--- config.mk ---
export PLATFORM = sky130hd
export DESIGN_NAME = integer_to_radix_string_top_flat
export DESIGN_NICKNAME = d
export VERILOG_FILES = /design/src/rtl/itoa_pkg.sv /design/src/rtl/itoa_if.sv /design/src/rtl/itoa_datapath.sv /design/src/rtl/itoa_ctrl.sv /design/src/rtl/integer_to_radix_string_top.sv /design/src/flat_wrapper.sv
export SDC_FILE = /design/constraint.sdc
export NUM_CORES = 1
export LEC_CHECK = 0
export ABC_AREA = 1
export BUFFER_PORTS_ARGS = -buffer_cell sky130_fd_sc_hd__buf_2
export CAP_MARGIN = 5
export CORE_MARGIN = 2
export CORE_UTILIZATION = 56
export DETAILED_ROUTE_END_ITERATION = 10
export GPL_TIMING_DRIVEN = 0
export PLACE_DENSITY = 0.77
export SLEW_MARGIN = 20
export SYNTH_ARGS = -nofsm -noshare
export SYNTH_HDL_FRONTEND = slang
export SYNTH_SLANG_ARGS = --single-unit
--- constraint.sdc ---
create_clock -name clk -period 14.4 [get_ports clk]
set_clock_uncertainty 0.2 [all_clocks]
set_input_delay 2.88 -clock clk [delete_from_list [all_inputs] [get_ports clk]]
set_output_delay 2.88 -clock clk [all_outputs]
set_load 0.02 [all_outputs]
--- src/rtl/itoa_pkg.sv ---
`timescale 1ns / 1ps
`default_nettype none
package itoa_pkg;

  localparam int VALUE_WIDTH   = 32;
  localparam int RADIX_W       = 6;
  localparam int CHAR_W        = 7;
  localparam int RADIX_MIN     = 2;
  localparam int RADIX_MAX     = 35;
  localparam int RADIX_RESET   = 10;

  // The divider retires this many quotient bits per cycle.
  localparam int BITS_PER_STEP = 8;
  localparam int DIV_STEPS     = VALUE_WIDTH / BITS_PER_STEP;
  localparam int STEP_W        = (DIV_STEPS > 1) ? $clog2(DIV_STEPS) : 1;
  localparam int CNT_W         = $clog2(VALUE_WIDTH + 1);
  localparam int IDX_W         = $clog2(VALUE_WIDTH);

  localparam logic [CHAR_W-1:0] CHAR_MINUS = 7'h2d;
  localparam logic [CHAR_W-1:0] CHAR_NUL   = 7'h00;

  typedef enum logic [1:0] {
    SEL_SIGN,
    SEL_DIGIT,
    SEL_NUL
  } char_sel_t;

  typedef struct packed {
    logic      load;
    logic      div;
    logic      emit;
    char_sel_t sel;
  } itoa_cmd_t;

  typedef struct packed {
    logic radix_ok;
    logic digit_done;
    logic quot_zero;
    logic neg;
    logic cnt_one;
    logic out_free;
  } itoa_stat_t;

  // Digit value to its lower-case ASCII glyph.
  function automatic logic [CHAR_W-1:0] digit_char(input logic [RADIX_W-1:0] d);
    logic [CHAR_W-1:0] dx;
    dx = {{(CHAR_W-RADIX_W){1'b0}}, d};
    if (d < RADIX_W'(10)) begin
      digit_char = dx + 7'h30;
    end else begin
      digit_char = dx + 7'h57;
    end
  endfunction

endpackage
`default_nettype wire

--- src/rtl/itoa_if.sv ---
`timescale 1ns / 1ps
`default_nettype none
interface itoa_in_if;
  logic                                 valid;
  logic                                 ready;
  logic signed [itoa_pkg::VALUE_WIDTH-1:0] number;

  modport source (output valid, output number, input ready);
  modport sink   (input valid, input number, output ready);
endinterface

interface itoa_out_if;
  logic                          valid;
  logic                          ready;
  logic [itoa_pkg::CHAR_W-1:0]   text_char;
  logic                          last_char;

  modport source (output valid, output text_char, output last_char, input ready);
  modport sink   (input valid, input text_char, input last_char, output ready);
endinterface
`default_nettype wire

--- src/rtl/itoa_datapath.sv ---
`timescale 1ns / 1ps
`default_nettype none
module itoa_datapath (
  input  wire                                     clk,
  input  wire                                     rst_n,
  input  wire itoa_pkg::itoa_cmd_t                cmd,
  output itoa_pkg::itoa_stat_t                    stat,
  input  wire signed [itoa_pkg::VALUE_WIDTH-1:0]  number,
  input  wire                                     cfg_wr_en,
  input  wire        [itoa_pkg::RADIX_W-1:0]      cfg_wr_data,
  output logic                                    out_valid,
  output logic       [itoa_pkg::CHAR_W-1:0]       out_char,
  output logic                                    out_last,
  input  wire                                     out_ready
);
  import itoa_pkg::*;

  logic [RADIX_W-1:0]     radix_r;
  logic [VALUE_WIDTH-1:0] mag_r;
  logic [VALUE_WIDTH-1:0] mag_nxt;
  logic [RADIX_W-1:0]     rem_r;
  logic [RADIX_W-1:0]     rem_nxt;
  logic [RADIX_W:0]       div_trial;
  logic                   div_qbit;
  logic [STEP_W-1:0]      div_step_r;
  logic                   neg_r;
  logic [CNT_W-1:0]       cnt_r;
  logic [CNT_W-1:0]       cnt_dec;
  logic [RADIX_W-1:0]     digits_r [VALUE_WIDTH];
  logic                   out_valid_r;
  logic [CHAR_W-1:0]      out_char_r;
  logic                   out_last_r;
  logic [VALUE_WIDTH-1:0] num_u;
  logic [VALUE_WIDTH-1:0] num_abs;
  logic                   last_step;

  assign num_u     = number;
  assign num_abs   = num_u[VALUE_WIDTH-1] ? (~num_u + 1'b1) : num_u;
  assign last_step = (div_step_r == STEP_W'(DIV_STEPS - 1));
  assign cnt_dec   = cnt_r - 1'b1;

  // Restoring long division, a slice of quotient bits per cycle. The
  // quotient shifts into the magnitude register as the dividend shifts out.
  always_comb begin
    rem_nxt   = (div_step_r == '0) ? '0 : rem_r;
    mag_nxt   = mag_r;
    div_trial = '0;
    div_qbit  = 1'b0;
    for (int i = 0; i < BITS_PER_STEP; i++) begin
      div_trial = {rem_nxt, mag_nxt[VALUE_WIDTH-1]};
      div_qbit  = (div_trial >= {1'b0, radix_r});
      if (div_qbit) begin
        rem_nxt = RADIX_W'(div_trial - {1'b0, radix_r});
      end else begin
        rem_nxt = div_trial[RADIX_W-1:0];
      end
      mag_nxt = {mag_nxt[VALUE_WIDTH-2:0], div_qbit};
    end
  end

  always_ff @(posedge clk) begin
    if (!rst_n) begin
      radix_r     <= RADIX_W'(RADIX_RESET);
      div_step_r  <= '0;
      cnt_r       <= '0;
      out_valid_r <= 1'b0;
    end else begin
      if (cfg_wr_en) begin
        radix_r <= cfg_wr_data;
      end
      if (cmd.load) begin
        div_step_r <= '0;
        cnt_r      <= '0;
      end else if (cmd.div) begin
        div_step_r <= last_step ? '0 : div_step_r + 1'b1;
        if (last_step) begin
          cnt_r <= cnt_r + 1'b1;
        end
      end else if (cmd.emit && cmd.sel == SEL_DIGIT) begin
        cnt_r <= cnt_dec;
      end
      if (cmd.emit) begin
        out_valid_r <= 1'b1;
      end else if (out_ready) begin
        out_valid_r <= 1'b0;
      end
    end
  end

  always_ff @(posedge clk) begin
    if (cmd.load) begin
      neg_r <= num_u[VALUE_WIDTH-1];
      mag_r <= num_abs;
    end else if (cmd.div) begin
      mag_r <= mag_nxt;
      rem_r <= rem_nxt;
      if (last_step) begin
        digits_r[cnt_r[IDX_W-1:0]] <= rem_nxt;
      end
    end
    if (cmd.emit) begin
      unique case (cmd.sel)
        SEL_SIGN:  out_char_r <= CHAR_MINUS;
        SEL_DIGIT: out_char_r <= digit_char(digits_r[cnt_dec[IDX_W-1:0]]);
        default:   out_char_r <= CHAR_NUL;
      endcase
      out_last_r <= (cmd.sel == SEL_NUL);
    end
  end

  assign stat.radix_ok   = (radix_r >= RADIX_W'(RADIX_MIN)) && (radix_r <= RADIX_W'(RADIX_MAX));
  assign stat.digit_done = last_step;
  assign stat.quot_zero  = (mag_nxt == '0);
  assign stat.neg        = neg_r;
  assign stat.cnt_one    = (cnt_r == CNT_W'(1));
  assign stat.out_free   = !out_valid_r || out_ready;

  assign out_valid = out_valid_r;
  assign out_char  = out_char_r;
  assign out_last  = out_last_r;

endmodule
`default_nettype wire

--- src/rtl/itoa_ctrl.sv ---
`timescale 1ns / 1ps
`default_nettype none
module itoa_ctrl (
  input  wire                   clk,
  input  wire                   rst_n,
  input  wire                   in_valid,
  output logic                  in_ready,
  input  wire itoa_pkg::itoa_stat_t stat,
  output itoa_pkg::itoa_cmd_t   cmd
);
  import itoa_pkg::*;

  typedef enum logic [4:0] {
    ST_IDLE   = 5'b00001,
    ST_DIVIDE = 5'b00010,
    ST_SIGN   = 5'b00100,
    ST_DIGITS = 5'b01000,
    ST_NUL    = 5'b10000
  } state_t;

  state_t state_r;
  state_t state_nxt;

  assign in_ready = (state_r == ST_IDLE);

  always_comb begin
    state_nxt = state_r;
    cmd.load  = 1'b0;
    cmd.div   = 1'b0;
    cmd.emit  = 1'b0;
    cmd.sel   = SEL_NUL;
    unique case (state_r)
      ST_IDLE: begin
        if (in_valid) begin
          cmd.load  = 1'b1;
          state_nxt = stat.radix_ok ? ST_DIVIDE : ST_NUL;
        end
      end
      ST_DIVIDE: begin
        cmd.div = 1'b1;
        if (stat.digit_done && stat.quot_zero) begin
          state_nxt = stat.neg ? ST_SIGN : ST_DIGITS;
        end
      end
      ST_SIGN: begin
        cmd.sel = SEL_SIGN;
        if (stat.out_free) begin
          cmd.emit  = 1'b1;
          state_nxt = ST_DIGITS;
        end
      end
      ST_DIGITS: begin
        // Digits were stored least significant first, so they leave in reverse.
        cmd.sel = SEL_DIGIT;
        if (stat.out_free) begin
          cmd.emit = 1'b1;
          if (stat.cnt_one) begin
            state_nxt = ST_NUL;
          end
        end
      end
      ST_NUL: begin
        cmd.sel = SEL_NUL;
        if (stat.out_free) begin
          cmd.emit  = 1'b1;
          state_nxt = ST_IDLE;
        end
      end
      default: begin
        state_nxt = ST_IDLE;
      end
    endcase
  end

  always_ff @(posedge clk) begin
    if (!rst_n) begin
      state_r <= ST_IDLE;
    end else begin
      state_r <= state_nxt;
    end
  end

endmodule
`default_nettype wire

--- src/rtl/integer_to_radix_string_top.sv ---
`timescale 1ns / 1ps
`default_nettype none
// Channel   Direction  Payload                      Transfer
// in_ch     in         number (32-bit signed)       valid && ready
// out_ch    out        text_char (7), last_char (1) valid && ready
// cfg       in         cfg_wr_data = radix (6)      cfg_wr_en
//
// An item is accepted, then divided digit by digit (8 quotient bits a cycle
// over the 32-bit magnitude), then sent one character per cycle while the
// output is not stalled: a minus sign if negative, the digits, then a NUL.
// An out-of-range radix sends only the NUL.
// A stalled output holds the character register and pauses the sequencer.
// Synchronous active-low reset sets the radix to 10 and empties the output.
module integer_to_radix_string_top (
  input  wire                                clk,
  input  wire                                rst_n,
  itoa_in_if.sink                            in_ch,
  itoa_out_if.source                         out_ch,
  input  wire                                cfg_wr_en,
  input  wire [itoa_pkg::RADIX_W-1:0]        cfg_wr_data
);
  import itoa_pkg::*;

  itoa_cmd_t  cmd;
  itoa_stat_t stat;
  logic       ctl_in_ready;

  itoa_ctrl u_ctrl (
    .clk      (clk),
    .rst_n    (rst_n),
    .in_valid (in_ch.valid),
    .in_ready (ctl_in_ready),
    .stat     (stat),
    .cmd      (cmd)
  );

  itoa_datapath u_datapath (
    .clk         (clk),
    .rst_n       (rst_n),
    .cmd         (cmd),
    .stat        (stat),
    .number      (in_ch.number),
    .cfg_wr_en   (cfg_wr_en),
    .cfg_wr_data (cfg_wr_data),
    .out_valid   (out_ch.valid),
    .out_char    (out_ch.text_char),
    .out_last    (out_ch.last_char),
    .out_ready   (out_ch.ready)
  );

  assign in_ch.ready = ctl_in_ready;

endmodule
`default_nettype wire

--- src/flat_wrapper.sv ---
// flat-port wrapper written by rule: the top's interface ports become plain ports
module integer_to_radix_string_top_flat import itoa_pkg::*;
  (clk, rst_n, cfg_wr_en, cfg_wr_data, in_ch_valid, in_ch_number, in_ch_ready, out_ch_valid, out_ch_text_char, out_ch_last_char, out_ch_ready);
  itoa_in_if in_ch_i ();
  itoa_out_if out_ch_i ();
  input  wire clk;
  input  wire rst_n;
  input  wire cfg_wr_en;
  input  wire [itoa_pkg::RADIX_W-1:0] cfg_wr_data;
  input wire logic [$bits(in_ch_i.valid)-1:0] in_ch_valid;
  input wire logic [$bits(in_ch_i.number)-1:0] in_ch_number;
  output wire logic [$bits(in_ch_i.ready)-1:0] in_ch_ready;
  output wire logic [$bits(out_ch_i.valid)-1:0] out_ch_valid;
  output wire logic [$bits(out_ch_i.text_char)-1:0] out_ch_text_char;
  output wire logic [$bits(out_ch_i.last_char)-1:0] out_ch_last_char;
  input wire logic [$bits(out_ch_i.ready)-1:0] out_ch_ready;
  assign in_ch_i.valid = in_ch_valid;
  assign in_ch_i.number = in_ch_number;
  assign in_ch_ready = in_ch_i.ready;
  assign out_ch_valid = out_ch_i.valid;
  assign out_ch_text_char = out_ch_i.text_char;
  assign out_ch_last_char = out_ch_i.last_char;
  assign out_ch_i.ready = out_ch_ready;
  integer_to_radix_string_top u_core (.clk(clk), .rst_n(rst_n), .in_ch(in_ch_i), .out_ch(out_ch_i), .cfg_wr_en(cfg_wr_en), .cfg_wr_data(cfg_wr_data));
endmodule
### Yosys cells after proc, flatten, opt, wreduce, memory -nomap -nowiden

Memories as Yosys holds them, arrays and structs flattened.
Index checks and enable logic that the tools add are counted.
Widths: inputs -> output; s select.

* memories kept: 1
* register bits after elaboration: 67
* RAM bits: 192
* output and inout port bits: 10
* word-level logic and storage cells: 108

Memory list
* u_core.u_datapath.digits_r: words 32, width 6, rd ports 1, clocked after Yosys merged registers in 0, write ports 1, line itoa_datapath.sv:29 `logic [RADIX_W-1:0] digits_r [VALUE_WIDTH];`

* equality and inequality tests: 16
* reduce and logical (&&, ||, !) cells: 15
* bitwise gates (word level): 3
* magnitude comparators: 11
* muxes and demuxes: 38
* add/subtract/negate cells: 14

Operators by type and width (count)
* $mux 32: 3
* $mux 6: 12
* $ge 7x6->1: 8
* $sub 6x6->6: 8
* $mux 5: 7
* $add 32x1->32 const B: 1
* $logic_not 32->1: 1
* $not 32->32: 1
* $pmux 5 s5: 1
* $pmux 7 s2: 1
* $mux 1: 10
* $pmux 3 s3: 1
* $ne 2x1->1 const B: 4
* $add 6x6->7 const B: 1
* $add 6x7->7 const B: 1
* $mux 7: 1
* $add 6x1->6 const B: 1
* $eq 6x1->1 const B: 1
* $ge 6x2->1 const B: 1
* $le 6x6->1 const B: 1
* $lt 6x4->1 const B: 1
* $ne 2x2->1 const B: 3
* $reduce_and 6->1: 1
* $reduce_bool 2->1: 3
* other kinds (18): 24

### Logic depth before layout (Yosys ltp)

Gate-level depths: netlist (run 1).

* depth after elaboration: 21
* depth in mapped cells: 99
* gate-level depth less buffers: 96

### By module

A second synthesis (run 1) with hierarchy kept.

* cells, all modules: 1478
* area, all modules: 14485.1 µm²

By module, submodules not included
* itoa_datapath: sequential area each 7477.2 µm², instances 1, area each 14099.8 µm², cells an instance 1412
* itoa_ctrl: sequential area each 100.1 µm², instances 1, area each 385.4 µm², cells an instance 66

### Worst setup path before layout (run 1)

Ideal clock, no wire load.

* path type: register to register
* start point: register u_core.u_datapath.div_step_r[0]
* end point: memory u_core.u_datapath.digits_r[0][0] (data pin)
* path buffers: 4
* required time: 13.738 ns
* arrival: 13.372 ns
* setup slack: 0.366 ns
* cell stages (with the launch flop): 89
* path through: dfxtp_1 > inv_1 > ha_1 > nor2_1 > ha_1 > nand2_1 > nor2_1 > nand3_1 > nand3_2 > buf_6 > nand2_1 > o21a_1 > inv_1 > ha_1 > a21oi_1 > o21ai_0 > nand3_1 > nand2_1 > [53 not listed] > inv_1 > a21boi_0 > nand3_2 > inv_2 > buf_4 > nand2_1 > o21ai_1 > ha_1 > a21oi_1 > nand2_1 > a21oi_1 > inv_1 > a21oi_1 > o21ai_0 > a21oi_1 > nand3_2 > buf_6 > o21ai_0

* cells in the longest elaborated chain, start to end: 18

Ends and longest elaborated chain
* from (decl): line itoa_datapath.sv:25 `logic [STEP_W-1:0] div_step_r;`
* from (signal assigned): line itoa_datapath.sv:75 `div_step_r <= last_step ? '0 : div_step_r + 1'b1;`
* $logic_not 2->1 (*): line itoa_datapath.sv:45 `rem_nxt = (div_step_r == '0) ? '0 : rem_r;`
* $mux 6 (*): line itoa_datapath.sv:45
* $sub 6x6->6 / $ge 7x6->1 (equally long branches): line itoa_datapath.sv:53, itoa_datapath.sv:51
* $mux 6 (*): line itoa_datapath.sv:52 `if (div_qbit) begin`
* $sub 6x6->6 / $ge 7x6->1 (equally long branches): line itoa_datapath.sv:53, itoa_datapath.sv:51
* $mux 6 (*): line itoa_datapath.sv:52
* $sub 6x6->6 / $ge 7x6->1 (equally long branches): line itoa_datapath.sv:53, itoa_datapath.sv:51
* $mux 6 (*): line itoa_datapath.sv:52
* [3 not listed]
* $mux 6 (*): line itoa_datapath.sv:52
* $ge 7x6->1 / $sub 6x6->6 (equally long branches): line itoa_datapath.sv:51, itoa_datapath.sv:53
* $mux 6 (*): line itoa_datapath.sv:52
* $sub 6x6->6 / $ge 7x6->1 (equally long branches): line itoa_datapath.sv:53, itoa_datapath.sv:51
* $mux 6 (*): line itoa_datapath.sv:52
* $ge 7x6->1 (*): line itoa_datapath.sv:51 `div_qbit = (div_trial >= {1'b0, radix_r});`
* $mux 6 (*): line itoa_datapath.sv:52
* via u_core.u_datapath.rem_nxt[0]: line itoa_datapath.sv:22 `logic [RADIX_W-1:0] rem_nxt;`
* to (decl): line itoa_datapath.sv:29

The timed path passes the listed nets; every way through them passes the cells marked *.

### Final worst setup path (run 1)

* start point: register u_core.u_datapath.div_step_r[0]
* end point: memory u_core.u_datapath.digits_r[22][5] (data pin)

* cells in the longest elaborated chain, start to end: 18

Ends and longest elaborated chain (line)
* $logic_not 2->1 (*): itoa_datapath.sv:45
* $mux 6 (*): itoa_datapath.sv:45
* $sub 6x6->6 / $ge 7x6->1 (equally long branches): itoa_datapath.sv:53, itoa_datapath.sv:51
* $mux 6 (*): itoa_datapath.sv:52
* $sub 6x6->6 / $ge 7x6->1 (equally long branches): itoa_datapath.sv:53, itoa_datapath.sv:51
* $mux 6 (*): itoa_datapath.sv:52
* $sub 6x6->6 / $ge 7x6->1 (equally long branches): itoa_datapath.sv:53, itoa_datapath.sv:51
* $mux 6 (*): itoa_datapath.sv:52
* [2 not listed]
* $sub 6x6->6 / $ge 7x6->1 (equally long branches): itoa_datapath.sv:53, itoa_datapath.sv:51
* $mux 6 (*): itoa_datapath.sv:52
* $ge 7x6->1 / $sub 6x6->6 (equally long branches): itoa_datapath.sv:51, itoa_datapath.sv:53
* $mux 6 (*): itoa_datapath.sv:52
* $sub 6x6->6 / $ge 7x6->1 (equally long branches): itoa_datapath.sv:53, itoa_datapath.sv:51
* $mux 6 (*): itoa_datapath.sv:52
* $sub 6x6->6 / $ge 7x6->1 (equally long branches): itoa_datapath.sv:53, itoa_datapath.sv:51
* $mux 6 (*): itoa_datapath.sv:52

Mark *: on every way between the ends. The rest lies on a longest branch, timed or not.

==> reports/metrics.cfg, run 1 <==
[status]
outcome=finished, final reports clean

[floorplan]
fp.dieW_um=163
core_um2=25000
fp-row-count=58
dieArea_um2=26500
initial_core_util_pct=56.5
num_io_pins=53
die_h_um=163

[global_routing]
overflow=0
grt_pass1_vias=11061
antenna_found_initial=2
grtUsageTotal_pct=28.3
grt_pass1_wl_um=57900
grt_max_degree=34

[timing]
finalCritPeriodShare_pct=94.5
setup_viol_count_final=0
drv_slew=0
worst_slack_ps=794
tns_ps=0
slew_headroom_pct=24.6
hold_violations=0
worst_pin_slew_ps=1120
fmax_mhz=73.5
min_period_ps=13610

[synthesis]
synth_area_leaders=edfxtp_1 (51%), nor2_1 (5.6%), nand2_1 (5.1%)
synth_seq_cells=259
synthDistinctLibCells=53
avgSynthCellArea_um2=9.92
netlist_instances=1421
ys_seq_area_share_pct=53.7
ys.flop_type=edfxtp_1
synth_top_area_cell=edfxtp_1
synth_edf_count=239
syn_area_um2=14100
yosysTopAreaCellShare_pct=50.9
synth_nets=1528
synth_warnings=0
async_flop_share_pct=0

[detailed_routing]
postRouteAntennaNets=0
drt_wl_total_um=38500
avgViaCountPerCell=6.04
drt_iter0_drc=1501
firstDrtPassIters=8
wl_per_cell_um=20.3
via_count=11459
drc=0

[critical_path]
start_kind=register
worstPathArrival_ps=13630
cpMostUsedCell=nand2_1
worstSetupPathType=reg2reg
rr_worst_depth=97
path_delay_family=compound AO/OA/AOI/OAI gates
cp-end-kind=register
path_buf_inv=18
worstPathRequired_ps=14420
crit_slowest_cell=dfxtp_1
crit_fanout=16
slowest_delay_ps=370
crit_cells=97

[clocking]
numCtsBuffers=27
clk_latency_ps=560
cts_max_level=1
cts_tree=built
cts_hold_buf=0
cts-root-buf=clkbuf_16
cts_num_sinks=259
clkTransAtPathRegs_ps=60
clockBufferDepth=3

[cells_and_area]
final_nets=1653
area_growth_syn_to_layout_pct=16.6
drive_gt1_share_pct=15.6
num_antenna_cells=0
stdcell_count=1897

[place]
dp_hpwl_um=25600
dp_cells=1806
gp_congestion=0.900
numPortBuffers=51
place_ws_ps=-1190

[min_path]
min_path_cells=2
hp-class=reg2reg

[job]
drv_cap=0

[per-stage QoR]
stage	utilization, %	hold slack, ps	area [um^2]
5_1_grt	65.9	319	16400
2_1_floorplan	-	258	14100
3_5_place_dp	59.7	280	14900
6_report	65.9	289	16400
4_1_cts	64.2	290	16000
3_3_place_gp	59.2	272	14800
[registers in the layout (all words and copies together) (netlist names)]
name	count
u_core.u_datapath.neg_r	1
u_core.u_datapath.out_last	1
u_core.u_ctrl.state_r	5
u_core.u_datapath.out_valid	1
u_core.u_datapath.div_step_r	2
u_core.u_datapath.mag_r	32
u_core.u_datapath.radix_r	6
u_core.u_datapath.digits_r	192
u_core.u_datapath.cnt_r	6
u_core.u_datapath.out_char	7
u_core.u_datapath.rem_r	6
[worst reg2reg max path: cells and delay by family (launching register included)]
kind / cells / cell delay [ps]
AO/OA/AOI/OAI: 36 / 5210
buffers and inverters: 18 / 1820
adder cells (fa/ha/maj): 8 / 2180
flip-flops: 1 / 370
AND/OR/NAND/NOR: 35 / 3470
[cell usage in the layout (no fill, tap or decap), types with 14 or more instances in the layout]
| master | synthesis | routed |
|---|---|---|
| a21oi_1 | 60 | 49 |
| buf_2 | 0 | 51 |
| buf_4 | 1 | 34 |
| clkbuf_1 | 47 | 52 |
| clkbuf_16 | 0 | 27 |
| dfxtp_1 | 20 | 19 |
| edfxtp_1 | 239 | 239 |
| ha_1 | 57 | 51 |
| inv_1 | 114 | 109 |
| mux2i_1 | 22 | 22 |
| nand2_1 | 191 | 185 |
| nand2_2 | 18 | 23 |
| nand3_1 | 38 | 37 |
| nor2_1 | 211 | 205 |
| o211ai_1 | 20 | 20 |
| o21ai_0 | 137 | 126 |
| o21ai_1 | 11 | 14 |
| o221ai_1 | 22 | 22 |
| o32ai_1 | 26 | 26 |
| xnor2_1 | 27 | 27 |
| xor2_1 | 35 | 35 |
[kinds of logic after synthesis]
kind of cell	share of synthesized area, %
muxes	1.75
DFF	53.7
xor gates and xnor gates	3.85
AOI/OAI and AO/OA	13.2
buffers and inverters	5.06
and+or+nand+nor	16.4
adders and majority gates	6.05
[final cells by class]
cell class / count / area [um^2]
clock inverter: 14 / 174
multi-input combinational: 985 / 6130
fill: 1896 / 8520
sequential: 259 / 7580
clock buffer: 36 / 749
timing repair buffer: 92 / 652
tap: 330 / 413
buffer: 56 / 256
inverter: 125 / 488
[what timing repair did]
| action | CTS | global route |
|---|---|---|
| hold endpoints to repair | 0 | 0 |
| gates cloned | 2 | 2 |
| buffers inserted | 11 | 26 |
| endpoints found under the setup margin | 204 | 204 |
| gates resized for setup | 21 | 48 |
| pin swaps | 11 | 25 |
[final timing paths]
| check | from | end | slack, ps |
|---|---|---|---|
| setup / recovery | u_core.u_datapath.div_step_r[0]$_SDFFE_PP0P_ | u_core.u_datapath.digits_r[22][5]$_DFFE_PP_ | 790 |
| hold / removal | u_core.u_datapath.div_step_r[1]$_SDFFE_PP0P_ | u_core.u_datapath.div_step_r[1]$_SDFFE_PP0P_ | 290 |
| setup reg to reg | u_core.u_datapath.div_step_r[0]$_SDFFE_PP0P_ | u_core.u_datapath.digits_r[22][5]$_DFFE_PP_ | 790 |
| hold reg to reg | u_core.u_datapath.div_step_r[1]$_SDFFE_PP0P_ | u_core.u_datapath.div_step_r[1]$_SDFFE_PP0P_ | 290 |
[metal layers]
metal  global-route usage [%]  wire length [um]  vias up
met5                        0                13        -
met3                     5.88              3840      141
li1                         -                 -     5308
met1                     34.5             14500     5355
met4                     13.0              1930        2
met2                     48.4             18300      653
[cell usage after synthesis, types with 2 or more instances]
library cell	number
ha_1	57
nand3b_1	2
nand3_4	4
nand2_4	3
fa_1	7
nor2_2	2
o32ai_1	26
o31ai_1	2
a211oi_1	3
nor2_1	211
nand4_1	11
o21ai_1	11
mux2i_1	22
nand2_1	191
o211ai_1	20
inv_2	9
inv_1	114
nor4_1	11
o21a_1	9
clkbuf_1	47
buf_6	4
o221ai_1	22
o21bai_1	2
clkinv_1	2
nor3b_1	3
o41ai_1	2
edfxtp_1	239
a21oi_1	60
xor2_1	35
dfxtp_1	20
buf_1	4
o21ai_0	137
nand3_2	9
nand3_1	38
a31oi_1	7
xnor2_1	27
nor3_1	13
o21ai_2	3
nand2_2	18
Power of run 1 is left out: the tool's default activity adds up to more than one toggle a clock period on the data nets, which glitch-free logic cannot reach.
==> run 2, diff against run 1 <==
--- a/config.mk
+++ b/config.mk
@@ -8,6 +8,7 @@
 export ABC_AREA = 1
 export BUFFER_PORTS_ARGS = -buffer_cell sky130_fd_sc_hd__buf_2
 export CAP_MARGIN = 5
+export CORE_ASPECT_RATIO = 2
 export CORE_MARGIN = 2
 export CORE_UTILIZATION = 56
 export DETAILED_ROUTE_END_ITERATION = 10
==> run 2 against run 1 <==
Net effect:
- critical path depth is 7 lower
- hold slack better by 25 ps
- fmax is 0.15% lower
- global-route usage is 3.4 points higher
- non-clock buffer count is 5 lower
==> reports/metrics.cfg, run 2 (synthesis gave the netlist of run 1 again) <==
[status]
outcome=finished, final reports clean

[cells_and_area]
nFillCells=1923  ; +1.4%
seq_area_um2=7580  ; unchanged
stdcell_count=1887  ; -0.53%
final_nets=1642  ; -0.67%
largest_reg_flops=192  ; unchanged
num_antenna_cells=0  ; unchanged
final_common_cell=edfxtp_1
layout_common_cells=edfxtp_1 (239), nor2_1 (205), nand2_1 (189)
area_growth_syn_to_layout_pct=14.8
multi_input_area_um2=6050  ; -1.3%
drive_gt1_share_pct=14.2  ; -1.4 points

[global_routing]
antenna_found_initial=0  ; -2
grtUsageTotal_pct=31.7  ; +3.4 points
grt_pass1_wl_um=62900  ; +8.6%
overflow=0  ; unchanged
grt_max_degree=34  ; unchanged
grt_pass1_vias=11540  ; +4.3%

[clocking]
clk_latency_ps=540  ; -20 ps
cts_num_sinks=259  ; unchanged
cts-root-buf=clkbuf_16
cts_max_level=1  ; unchanged
cts_hold_buf=0  ; unchanged
clockBufferDepth=3  ; unchanged
clkTransAtPathRegs_ps=80  ; +20 ps
cts_tree=built
numCtsBuffers=22  ; -19%

[critical_path]
worstSetupPathType=reg2reg
worstPathArrival_ps=13690  ; +60 ps
r2r_start=u_core.u_datapath.radix_r[2]$_SDFFE_PN0P_
slowest_delay_ps=510  ; +140 ps
critPathLaunch=u_core.u_datapath.radix_r[2]$_SDFFE_PN0P_
crit_fanout=17  ; +1
start_kind=register
crit_slowest_cell=inv_1
cpMostUsedCell=nand2_1
cp-end-kind=register
worstPathRequired_ps=14460  ; +40 ps

[place]
dp_hpwl_um=30000  ; +17%
gp_congestion=0.945  ; +5.0%
dp_cells=1812  ; +0.33%
place_ws_ps=-1320  ; -131 ps
numPortBuffers=51  ; unchanged

[timing]
worst_slack_ps=775  ; -19.8 ps
finalCritPeriodShare_pct=94.6  ; +0.14 points
slew_headroom_pct=25.7  ; +1.1 points
worst_pin_slew_ps=1110  ; -8.89 ps
fmax_mhz=73.4  ; -0.15%
min_period_ps=13630  ; +19.8 ps
setup_viol_count_final=0  ; unchanged
drv_slew=0  ; unchanged
timing.hold.ws_ps=313  ; +24.5 ps
hold_violations=0  ; unchanged
tns_ps=0  ; unchanged

[floorplan]
die_h_um=228  ; +40%
fp-row-count=82  ; +41%
fp.dieW_um=116  ; -29%
initial_core_util_pct=56.6  ; +0.074 points
dieArea_um2=26500  ; +0.29%
core_um2=24900  ; -0.13%
num_io_pins=53  ; unchanged

[detailed_routing]
firstDrtPassIters=6  ; -2
postRouteAntennaNets=0  ; unchanged
drc=0  ; unchanged
drt_wl_total_um=41700  ; +8.3%
drt_iter0_drc=1028  ; -32%
via_count=11458  ; -0.0087%
avgViaCountPerCell=6.07  ; +0.52%
wl_per_cell_um=22.1  ; +8.8%

[min_path]
hold_path.startpoint=u_core.u_datapath.div_step_r[0]$_SDFFE_PP0P_
hp-class=reg2reg

[job]
drv_cap=0  ; unchanged

[run 2: cell types whose count changed in the layout (fill, tap and decap cells not counted), sizes merged]
cell | previous run | this run
clkinvlp | 6 | 2
bufinv | 3 | 5
buf | 101 | 96
clkbuf | 83 | 72
mux2 | 5 | 4
clkinv | 8 | 10
inv | 122 | 123
[run 2: critical path, delay by kind of cell, from the launching register on]
kind,cells,cell delay (ps)
adders and majority gates,7,2010
AOI/OAI and AO/OA,38,5380
DFF,1,320
buffers and inverters,15,2190
and+or+nand+nor,30,3240
[run 2: final timing paths]
check,end,slack [ps],cells after the start
setup / recovery,u_core.u_datapath.digits_r[31][5]$_DFFE_PP_,770,90
hold / removal,u_core.u_datapath.div_step_r[0]$_SDFFE_PP0P_,310,2
setup reg to reg,u_core.u_datapath.digits_r[31][5]$_DFFE_PP_,770,90
hold reg to reg,u_core.u_datapath.div_step_r[0]$_SDFFE_PP0P_,310,2
[run 2: per-layer routing]
| layer | global-route usage, % | wire, um | vias up |
|---|---|---|---|
| met5 | 0 | 0 | - |
| met1 | 30.1 | 12800 | 5439 |
| met4 | 28.3 | 4690 | 0 |
| met3 | 3.90 | 2250 | 218 |
| li1 | - | - | 5253 |
| met2 | 57.2 | 21900 | 548 |
[run 2: layout make-up]
type / instances / area share [%]
tap: 336 / 2.60
sequential: 259 / 46.8
inverter: 125 / 2.97
timing repair buffer: 87 / 3.85
clock inverter: 15 / 1.34
buffer: 56 / 1.56
clock buffer: 25 / 3.47
multi-input combinational: 984 / 37.4
[run 2: what timing repair did]
action,CTS,global route
gates resized for setup,21,35
pin swaps,16,15
endpoints found under the setup margin,204,204
cloned,3,0
setup buffers,16,16
[run 2: per-stage QoR]
| step | instance area [um^2] | util (%) |
|---|---|---|
| finish | 16200 | 64.9 |
| CTS | 15900 | 63.9 |
| global placement | 14800 | 59.3 |
| global route | 16200 | 64.9 |
| detailed placement | 14900 | 59.8 |
| floorplan | 14100 | - |
Power of run 2 is left out for the same reason.
